--- src/hw/rtl/adp_pkg.sv ---
`timescale 1ns / 1ps
// ----------------------------------------------------------------------------
// adp_pkg
// Shared types and codes of the advertising-data phone classifier.
// ----------------------------------------------------------------------------
package adp_pkg;

    // configuration register indexes
    localparam logic [2:0] REG_APPEAR_TYPE = 3'd0;
    localparam logic [2:0] REG_MANU_TYPE   = 3'd1;
    localparam logic [2:0] REG_PHONE_CODE  = 3'd2;
    localparam logic [2:0] REG_ID_COUNT    = 3'd3;
    localparam logic [2:0] REG_ID_WORD_A   = 3'd4;
    localparam logic [2:0] REG_ID_WORD_B   = 3'd5;
    localparam logic [2:0] REG_ID_WORD_C   = 3'd6;

    // register reset values
    localparam logic [7:0]  RST_APPEAR_TYPE = 8'd25;
    localparam logic [7:0]  RST_MANU_TYPE   = 8'd255;
    localparam logic [15:0] RST_PHONE_CODE  = 16'h0040;

    localparam int TABLE_ENTRIES = 12;

    // walk phase of the length-type-payload parser
    typedef enum logic [1:0] {
        PH_LENGTH  = 2'd0,
        PH_TYPE    = 2'd1,
        PH_PAYLOAD = 2'd2
    } t_phase;

    // verdict kind
    typedef enum logic [1:0] {
        KIND_NONE    = 2'd0,
        KIND_APPEAR  = 2'd1,
        KIND_COMPANY = 2'd2
    } t_kind;

    // configuration seen by the walker
    typedef struct packed {
        logic [7:0]                         appear_type;
        logic [7:0]                         manu_type;
        logic [15:0]                        phone_code;
        logic [3:0]                         id_count;
        logic [TABLE_ENTRIES-1:0][15:0]     id_table;
    } t_cfg;

    // one verdict
    typedef struct packed {
        logic        is_phone;
        t_kind       match_kind;
        logic [15:0] appearance_value;
        logic [15:0] company_value;
    } t_result;

endpackage

--- src/hw/rtl/adp_walker.sv ---
`timescale 1ns / 1ps
// ----------------------------------------------------------------------------
// adp_walker
// Walks the AD structures of a report one byte per step, keeps the first
// appearance and manufacturer structures and forms the verdict on the last
// byte from the updated state.
// ----------------------------------------------------------------------------
module adp_walker #(
    parameter int MAX_REPORT_BYTES = 255,
    parameter int ID_SLOTS         = 12
) (
    input  logic             i_clk,
    input  logic             i_rst_n,
    input  logic             i_step,
    input  logic [7:0]       i_byte,
    input  logic             i_last,
    input  adp_pkg::t_cfg    i_cfg,
    output adp_pkg::t_result o_result
);
    import adp_pkg::*;

    t_phase      r_phase, n_phase;
    logic [7:0]  r_byte_pos, n_byte_pos;
    logic [8:0]  r_next_hdr, n_next_hdr;
    logic [7:0]  r_cur_len, n_cur_len;
    logic        r_halted, n_halted;
    logic        r_app_seen, n_app_seen;
    logic [8:0]  r_app_end, n_app_end;
    logic [7:0]  r_app_len, n_app_len;
    logic [15:0] r_app_word, n_app_word;
    logic        r_manu_seen, n_manu_seen;
    logic [8:0]  r_manu_end, n_manu_end;
    logic [7:0]  r_manu_len, n_manu_len;
    logic [15:0] r_manu_word, n_manu_word;

    logic        active;
    logic        walk;
    logic [8:0]  pos9;
    logic [8:0]  type_end;
    logic [8:0]  pay_start;
    logic [8:0]  pay_offset;
    logic [3:0]  id_limit;

    assign active     = r_byte_pos < 8'(MAX_REPORT_BYTES);
    assign walk       = active && !r_halted;
    assign pos9       = {1'b0, r_byte_pos};
    assign type_end   = r_next_hdr - 9'd1;
    assign pay_start  = r_next_hdr - {1'b0, r_cur_len} + 9'd1;
    assign pay_offset = pos9 - pay_start;
    assign id_limit   = (i_cfg.id_count > 4'(ID_SLOTS)) ? 4'(ID_SLOTS) : i_cfg.id_count;

    // place a payload byte into the first two bytes of a word
    function automatic logic [15:0] put_byte(logic [15:0] word, logic [8:0] offset,
                                             logic [7:0] b);
        logic [15:0] res;
        res = word;
        if (offset == 9'd0) begin
            res[7:0] = b;
        end else if (offset == 9'd1) begin
            res[15:8] = b;
        end
        return res;
    endfunction

    // company id lookup over the first limit entries
    function automatic logic id_match(logic [TABLE_ENTRIES-1:0][15:0] tab,
                                      logic [3:0] limit, logic [15:0] id);
        logic hit;
        hit = 1'b0;
        for (int i = 0; i < TABLE_ENTRIES; i++) begin
            if ((4'(i) < limit) && (tab[i] == id)) begin
                hit = 1'b1;
            end
        end
        return hit;
    endfunction

    // next walk phase
    always_comb begin
        n_phase = r_phase;
        if (walk) begin
            case (r_phase)
                PH_LENGTH: begin
                    if (i_byte != 8'd0) begin
                        n_phase = PH_TYPE;
                    end
                end
                PH_TYPE: begin
                    n_phase = (r_cur_len == 8'd1) ? PH_LENGTH : PH_PAYLOAD;
                end
                PH_PAYLOAD: begin
                    if (pos9 + 9'd1 == r_next_hdr) begin
                        n_phase = PH_LENGTH;
                    end
                end
                default: n_phase = PH_LENGTH;
            endcase
        end
    end

    // structure bookkeeping per byte
    always_comb begin
        n_byte_pos  = r_byte_pos;
        n_next_hdr  = r_next_hdr;
        n_cur_len   = r_cur_len;
        n_halted    = r_halted;
        n_app_seen  = r_app_seen;
        n_app_end   = r_app_end;
        n_app_len   = r_app_len;
        n_app_word  = r_app_word;
        n_manu_seen = r_manu_seen;
        n_manu_end  = r_manu_end;
        n_manu_len  = r_manu_len;
        n_manu_word = r_manu_word;
        if (walk) begin
            case (r_phase)
                PH_LENGTH: begin
                    if (i_byte == 8'd0) begin
                        n_halted = 1'b1;
                    end else begin
                        n_cur_len  = i_byte;
                        n_next_hdr = pos9 + {1'b0, i_byte} + 9'd1;
                    end
                end
                PH_TYPE: begin
                    if (i_byte == i_cfg.appear_type && !r_app_seen) begin
                        n_app_seen = 1'b1;
                        n_app_end  = type_end;
                        n_app_len  = r_cur_len - 8'd1;
                        n_app_word = 16'd0;
                    end
                    if (i_byte == i_cfg.manu_type && !r_manu_seen) begin
                        n_manu_seen = 1'b1;
                        n_manu_end  = type_end;
                        n_manu_len  = r_cur_len - 8'd1;
                        n_manu_word = 16'd0;
                    end
                end
                PH_PAYLOAD: begin
                    if (r_app_seen && (r_app_end + 9'd1 == r_next_hdr)) begin
                        n_app_word = put_byte(r_app_word, pay_offset, i_byte);
                    end
                    if (r_manu_seen && (r_manu_end + 9'd1 == r_next_hdr)) begin
                        n_manu_word = put_byte(r_manu_word, pay_offset, i_byte);
                    end
                end
                default: n_halted = r_halted;
            endcase
        end
        if (active) begin
            n_byte_pos = r_byte_pos + 8'd1;
        end
    end

    // verdict from the state after this byte
    always_comb begin
        logic app_valid;
        logic manu_valid;
        logic app_long;
        logic manu_long;
        app_valid  = n_app_seen && (n_app_end < {1'b0, n_byte_pos});
        manu_valid = n_manu_seen && (n_manu_end < {1'b0, n_byte_pos});
        app_long   = n_app_len >= 8'd2;
        manu_long  = n_manu_len >= 8'd2;
        o_result.appearance_value = (app_valid && app_long) ? n_app_word : 16'd0;
        o_result.company_value    = (manu_valid && manu_long) ? n_manu_word : 16'd0;
        o_result.match_kind       = KIND_NONE;
        if (app_valid) begin
            if (app_long && (n_app_word == i_cfg.phone_code)) begin
                o_result.match_kind = KIND_APPEAR;
            end
        end else if (manu_valid && manu_long
                     && id_match(i_cfg.id_table, id_limit, n_manu_word)) begin
            o_result.match_kind = KIND_COMPANY;
        end
        o_result.is_phone = (o_result.match_kind != KIND_NONE);
    end

    // walk state, cleared after each last byte
    always_ff @(posedge i_clk) begin
        if (!i_rst_n || (i_step && i_last)) begin
            r_phase     <= PH_LENGTH;
            r_byte_pos  <= '0;
            r_next_hdr  <= '0;
            r_cur_len   <= '0;
            r_halted    <= 1'b0;
            r_app_seen  <= 1'b0;
            r_app_end   <= '0;
            r_app_len   <= '0;
            r_app_word  <= '0;
            r_manu_seen <= 1'b0;
            r_manu_end  <= '0;
            r_manu_len  <= '0;
            r_manu_word <= '0;
        end else if (i_step) begin
            r_phase     <= n_phase;
            r_byte_pos  <= n_byte_pos;
            r_next_hdr  <= n_next_hdr;
            r_cur_len   <= n_cur_len;
            r_halted    <= n_halted;
            r_app_seen  <= n_app_seen;
            r_app_end   <= n_app_end;
            r_app_len   <= n_app_len;
            r_app_word  <= n_app_word;
            r_manu_seen <= n_manu_seen;
            r_manu_end  <= n_manu_end;
            r_manu_len  <= n_manu_len;
            r_manu_word <= n_manu_word;
        end
    end

endmodule

--- src/hw/rtl/adv_data_phone_classifier.sv ---
`timescale 1ns / 1ps
// ----------------------------------------------------------------------------
// adv_data_phone_classifier
// Classifies an advertising report as phone or not from its AD structures.
// ----------------------------------------------------------------------------
// Usage:
//   Report bytes enter on the s_axis channel, one item per byte, tlast on
//   the final byte. One verdict item leaves on m_axis per report, carrying
//   the appearance and company values in tdata and the verdict in tuser.
//   The configuration port writes a register at any edge with i_cfg_we
//   high; write only while no report is in flight.
//   Throughput is one byte per cycle while no last byte waits on a stalled
//   receiver: each byte goes from the input register through the walker
//   logic in a single pass. A last byte moves from the input register
//   through the walker into the result register, which drives m_axis.
//   When the receiver stalls with a verdict pending, bytes of the next
//   report keep flowing; only a further last byte waits in the input
//   register, and s_axis tready drops until the verdict is taken.
//   Reset loads the register defaults and clears the walk and both
//   channel stages.
// ----------------------------------------------------------------------------
module adv_data_phone_classifier #(
    parameter int MAX_REPORT_BYTES = 255,
    parameter int ID_SLOTS         = 12
) (
    input  logic        i_clk,
    input  logic        i_rst_n,
    // configuration write port
    input  logic        i_cfg_we,
    input  logic [2:0]  i_cfg_index,
    input  logic [63:0] i_cfg_wdata,
    // report bytes
    input  logic        i_s_axis_tvalid,
    output logic        o_s_axis_tready,
    input  logic [7:0]  i_s_axis_tdata,   // [7:0] report_byte
    input  logic        i_s_axis_tlast,   // report_last
    // verdicts
    output logic        o_m_axis_tvalid,
    input  logic        i_m_axis_tready,
    output logic [31:0] o_m_axis_tdata,   // [15:0] appearance_value, [31:16] company_value
    output logic [2:0]  o_m_axis_tuser    // [0] is_phone, [2:1] match_kind
);
    import adp_pkg::*;

    logic [7:0]  r_appear_type;
    logic [7:0]  r_manu_type;
    logic [15:0] r_phone_code;
    logic [3:0]  r_id_count;
    logic [63:0] r_id_word_a;
    logic [63:0] r_id_word_b;
    logic [63:0] r_id_word_c;
    t_cfg        cfg;

    logic        r_in_valid;
    logic [7:0]  r_in_byte;
    logic        r_in_last;
    logic        r_out_valid;
    t_result     r_out;
    t_result     walk_result;
    logic        advance;

    // configuration registers
    always_ff @(posedge i_clk) begin
        if (!i_rst_n) begin
            r_appear_type <= RST_APPEAR_TYPE;
            r_manu_type   <= RST_MANU_TYPE;
            r_phone_code  <= RST_PHONE_CODE;
            r_id_count    <= '0;
            r_id_word_a   <= '0;
            r_id_word_b   <= '0;
            r_id_word_c   <= '0;
        end else if (i_cfg_we) begin
            case (i_cfg_index)
                REG_APPEAR_TYPE: r_appear_type <= i_cfg_wdata[7:0];
                REG_MANU_TYPE:   r_manu_type   <= i_cfg_wdata[7:0];
                REG_PHONE_CODE:  r_phone_code  <= i_cfg_wdata[15:0];
                REG_ID_COUNT:    r_id_count    <= i_cfg_wdata[3:0];
                REG_ID_WORD_A:   r_id_word_a   <= i_cfg_wdata;
                REG_ID_WORD_B:   r_id_word_b   <= i_cfg_wdata;
                REG_ID_WORD_C:   r_id_word_c   <= i_cfg_wdata;
                default:         r_id_count    <= r_id_count;
            endcase
        end
    end

    // configuration bundle, fields in struct order, table entry 0 lowest
    assign cfg = {r_appear_type, r_manu_type, r_phone_code, r_id_count,
                  r_id_word_c, r_id_word_b, r_id_word_a};

    // input stage moves on unless a last byte meets a blocked result register
    assign advance = r_in_valid && (!r_in_last || !r_out_valid || i_m_axis_tready);
    assign o_s_axis_tready = !r_in_valid || advance;

    always_ff @(posedge i_clk) begin
        if (!i_rst_n) begin
            r_in_valid <= 1'b0;
        end else if (i_s_axis_tvalid && o_s_axis_tready) begin
            r_in_valid <= 1'b1;
        end else if (advance) begin
            r_in_valid <= 1'b0;
        end
    end

    always_ff @(posedge i_clk) begin
        if (i_s_axis_tvalid && o_s_axis_tready) begin
            r_in_byte <= i_s_axis_tdata;
            r_in_last <= i_s_axis_tlast;
        end
    end

    // structure walk and verdict
    adp_walker #(
        .MAX_REPORT_BYTES (MAX_REPORT_BYTES),
        .ID_SLOTS         (ID_SLOTS)
    ) u_walker (
        .i_clk    (i_clk),
        .i_rst_n  (i_rst_n),
        .i_step   (advance),
        .i_byte   (r_in_byte),
        .i_last   (r_in_last),
        .i_cfg    (cfg),
        .o_result (walk_result)
    );

    // result register
    always_ff @(posedge i_clk) begin
        if (!i_rst_n) begin
            r_out_valid <= 1'b0;
        end else if (advance && r_in_last) begin
            r_out_valid <= 1'b1;
        end else if (i_m_axis_tready) begin
            r_out_valid <= 1'b0;
        end
    end

    always_ff @(posedge i_clk) begin
        if (advance && r_in_last) begin
            r_out <= walk_result;
        end
    end

    assign o_m_axis_tvalid = r_out_valid;
    assign o_m_axis_tdata  = {r_out.company_value, r_out.appearance_value};
    assign o_m_axis_tuser  = {r_out.match_kind, r_out.is_phone};

    // checks
    a_phone_flag: assert property (@(posedge i_clk) disable iff (!i_rst_n)
        r_out_valid |-> (r_out.is_phone == (r_out.match_kind != KIND_NONE)))
        else $error("is_phone disagrees with match_kind");

    a_kind_code: assert property (@(posedge i_clk) disable iff (!i_rst_n)
        r_out_valid |-> (r_out.match_kind != 2'd3))
        else $error("undefined match_kind");

    a_last_blocked: assert property (@(posedge i_clk) disable iff (!i_rst_n)
        (r_in_valid && r_in_last && r_out_valid && !i_m_axis_tready) |-> !o_s_axis_tready)
        else $error("input taken while a last byte is blocked");

    a_verdict_out: assert property (@(posedge i_clk) disable iff (!i_rst_n)
        (advance && r_in_last) |=> o_m_axis_tvalid)
        else $error("last byte processed without a verdict");

endmodule
--- config.mk ---
export PLATFORM = sky130hd
export DESIGN_NAME = adv_data_phone_classifier
export DESIGN_NICKNAME = d
export VERILOG_FILES = /design/src/hw/rtl/adp_pkg.sv /design/src/hw/rtl/adp_walker.sv /design/src/hw/rtl/adv_data_phone_classifier.sv
export SDC_FILE = /design/constraint.sdc
export NUM_CORES = 1
export LEC_CHECK = 0
export ABC_AREA = 1
export BUFFER_PORTS_ARGS = -buffer_cell sky130_fd_sc_hd__clkbuf_2
export CAP_MARGIN = 10
export CORE_MARGIN = 2
export CORE_UTILIZATION = 39
export DETAILED_ROUTE_END_ITERATION = 8
export MAX_ROUTING_LAYER = met4
export SLEW_MARGIN = 20
export SYNTH_ARGS = -nofsm -noshare
export SYNTH_HDL_FRONTEND = slang
export SYNTH_HIERARCHICAL = 1
export SYNTH_SLANG_ARGS = --single-unit
--- constraint.sdc ---
create_clock -name i_clk -period 9.3 [get_ports i_clk]
set_input_delay 2.79 -clock i_clk [delete_from_list [all_inputs] [get_ports i_clk]]
set_output_delay 2.79 -clock i_clk [all_outputs]
set_load 0.01 [all_outputs]
==> summary.md <==
| Metric | Value |
|---|---|
| Initial core utilization | 0.396 |
| Final period utilization | 0.652 |
| Fin nets | 3667 |
| Standard-cell rows | 87 |
| Hold crit path type | reg2reg |
| Clock sinks | 368 |
| Leakage | 0.0115 µW |
| Design Area, Final | ~0.025 mm² |
| Fraction of layout cells with a size suffix above 1 | 0.0806 |
| Initial antenna violation count | 0 |
| Met1 usage | 0.346 |
| Synth warn | 6 |
| Hold Vio Cnt, Final | 0 |
| Slew Viols, Final | 0 |
| Final wirelength | slightly below 80000 µm |
| CTS Root Cell | clkbuf_16 |
| Critical path's slowest cell | clkbuf_2 |
| Leading register cell type out of synthesis | dfxtp_1 |
| Grt peak-use layer | met2 |
| EDFF count, synth | 44 |
| DPL Wire Length | 53200 µm |
| CORE AREA | between 0.05 and 0.06 mm² |
| Post-layout min period | roughly 6.1 ns |
| Unrepaired setup endpoints after global routing | false |
| Worst Path Required | 6.51 ns |
| Fmax | 165 MHz |
| Layout Cells excl Fill | between 4000 and 5000 |
| Met3 Use GR | 0.0375 |
| Worst setup EP type | primary output |
| Die Span X | between 200 and 250 µm |
| First-pass GRT wire length | 120000 µm |
| Synth async-reset ratio | 0 |
| FF+latch count, synth | 368 |
| Bufs on Longest Clock Path | 3 |
| WS Path Type | in2out |
| GRT Total Usage | 0.266 |
| Worst-skew pair later-pin latency | roughly 0.60 ns |
| Post-DR wirelength/cell | 18.3 µm |
| CP Cell Sequence | clkbuf_2, inv_1, nand4_1, clkbuf_2 |
| DRT iter0 DRCs | 2218 |
| Crit path max fanout | 3 |
| ANT nets after route | 0 |
| Status | completed |
| Num ports | 118 |
| Vias | about 22000 |
| Final Wtd Congestion | 0.918 |
| CTS tree | done |
| Startpoint Class | primary input |
| Syn Nets | 3649 |
| Setup TNS | 0 ns |
| Drc violations | 0 |
| Rel. slew slack | 0.292 |
| Fin Clk Skew | 0.0430 ns |
| # hold bufs at CTS | 0 |
| M2 GR Usage | 0.424 |
| Max H-tree Level | 2 |
| Number of max-cap violations | 0 |
| Die area | 0.0595 mm² |
| Setup Buffers After CTS | 0 |
| Syn_area_per_cell | about 6.4 µm² |
| Vias in the first global route | 20100 |
| Post-Syn Instances | between 3000 and 4000 |
| Max VDD drop | 0.000136 V |
| DP Cell Count | 4247 |
| Placed instance area | 0.0233 mm² |
| Pwr dens | 182 mW/mm² |
| Hold slack | 0.464 ns |
| Area grow syn2layout | 10.9% |
| Register area share after synthesis | 0.347 |
| CP Data Arrival Time | 3.28 ns |
| Antenna Cells | 0 |
| Cell area after synthesis | 0.0225 mm² |
| Number of port buffers | 117 |
| Total gr overflow | 0 |
| Via/cell ratio | 5.20 |
| # resized after CTS | 0 |
| Pin count of the biggest net entering global routing | a little over 100 |
| Cell variety after synth | 49 |
| Clock transition at path regs | 0.06 ns |
| Critical path's largest stage delay | 0.16 ns |
| Slew at the pin closest to its max-slew limit | about 1.1 ns |
| Critical path's most frequent cell | clkbuf_2 |
| Final setup violation count | 0 |
| Die Ht | 244 µm |
| Drt first pass iters | 6 |
| Num CTS Buffers | 44 |
==> cells in the mapped netlist (23+ instances only) <==
cell / n / area share
nand2_1: 927 / 0.15
nor2_1: 670 / 0.11
nand3_1: 403 / 0.090
inv_1: 362 / 0.060
dfxtp_1: 324 / 0.29
o21ai_0: 144 / 0.032
a21oi_1: 113 / 0.025
clkbuf_1: 71 / 0.012
xor2_1: 59 / 0.023
buf_2: 55 / 0.012
nand3b_1: 51 / 0.017
edfxtp_1: 44 / 0.059
ha_1: 39 / 0.022
a31oi_1: 33 / 0.0092
nand2_2: 24 / 0.0067
buf_4: 23 / 0.0077
xnor2_1: 23 / 0.0090
==> layout by cell type (no fill, tap or decap), types with 3 or more instances in the layout <==
| cell | Yosys | layout |
|---|---|---|
| clkbuf_8 | 0 | 5 |
| bufinv_16 | 0 | 8 |
| nand2_2 | 24 | 24 |
| o21ai_1 | 7 | 7 |
| nand2_4 | 12 | 12 |
| clkbuf_16 | 0 | 44 |
| nand4_1 | 19 | 19 |
| a21oi_1 | 113 | 113 |
| clkbuf_2 | 0 | 116 |
| nand3_2 | 3 | 3 |
| inv_1 | 362 | 361 |
| nand2_1 | 927 | 927 |
| nor2_4 | 7 | 10 |
| nand3_4 | 6 | 6 |
| ha_1 | 39 | 39 |
| o22ai_1 | 4 | 4 |
| o211ai_1 | 11 | 11 |
| nor4_1 | 5 | 5 |
| a31oi_1 | 33 | 32 |
| xor2_1 | 59 | 59 |
| nor2_1 | 670 | 668 |
| clkinvlp_4 | 0 | 3 |
| fa_1 | 10 | 10 |
| xnor2_1 | 23 | 23 |
| a211oi_1 | 3 | 3 |
| o21ai_0 | 144 | 144 |
| nand3_1 | 403 | 403 |
| nor2_2 | 7 | 6 |
| nor3_2 | 2 | 3 |
| clkbuf_1 | 71 | 7 |
| or2_2 | 6 | 6 |
| clkinv_2 | 0 | 6 |
| nand3b_1 | 51 | 51 |
| dfxtp_1 | 324 | 324 |
| buf_4 | 23 | 19 |
| inv_2 | 6 | 6 |
| nor3_1 | 14 | 13 |
| edfxtp_1 | 44 | 44 |
==> stage by stage <==
| stage | power [µW] | utilization | setup slack (ns) |
|---|---|---|---|
| 2_1_floorplan | 2380 | - | 3.49 |
| 5_1_grt | 4710 | 0.439 | 3.18 |
| 6_report | 4530 | 0.439 | 3.23 |
| 3_5_place_dp | 2650 | 0.412 | 3.23 |
| 4_1_cts | 4540 | 0.439 | 3.22 |
| 3_3_place_gp | 2650 | 0.412 | 3.24 |
==> layer usage <==
metal | share of wire | up-vias
met1 | 0.43 | 10300
met5 | 0 | -
met2 | 0.46 | 843
met4 | 0.035 | 0
met3 | 0.075 | 180
li1 | - | 11200
==> worst paths after layout <==
| check | from | to | slack (ns) | cells past startpoint |
|---|---|---|---|---|
| setup reg to reg | r_in_byte[4] | o_m_axis_tuser[2] | 3.71 | 18 |
| setup / recovery | i_m_axis_tready | o_s_axis_tready | 3.23 | 4 |
| hold / removal | u_walker/r_app_len[3] | u_walker/r_app_len[3] | 0.46 | 2 |
| hold reg to reg | u_walker/r_app_len[3] | u_walker/r_app_len[3] | 0.46 | 2 |
==> sequential cells by signal, summed over array words and instances (netlist names), 9 cells and up <==
name / count
o_m_axis_tdata: 32
r_id_word_a: 64
r_id_word_b: 64
r_id_word_c: 64
r_phone_code: 16
u_walker/r_app_end: 9
u_walker/r_app_word: 16
u_walker/r_manu_end: 9
u_walker/r_manu_word: 16
u_walker/r_next_hdr: 9
==> worst max-delay path, delay by kind of cell <==
kind	cells	cell delay (ns)
buf+inv	3	0.35
simple gates	1	0.14
==> logic make-up (layout without fill, tap and decap cells) <==
kind of cell    after synthesis  after routing  synth area share
fa+ha+maj                    49             49            0.0306
buf+inv                     533            585            0.0993
flops                       368            368             0.347
compound gates              327            327            0.0781
xor+xnor                     82             82            0.0320
simple gates               2160           2160             0.413
==> cell type report <==
cell class	count	area [µm²]
flip-flops and latches	368	7810
multi-input cells	2618	12500
clock buffers	56	1200
clock inverters	24	368
fillers	6087	31800
inverters	369	1390
repair buffers	136	734
well taps	756	946
==> power breakdown <==
part           internal, µW  switching (µW)  total [µW]  leakage (µW)
Clock                  1140             747        1890      0.000759
Combinational           271             638         909       0.00764
Sequential             1670            67.1        1740       0.00306
Total                  3080            1450        4530        0.0115
Power figures use the tool's default switching activity.
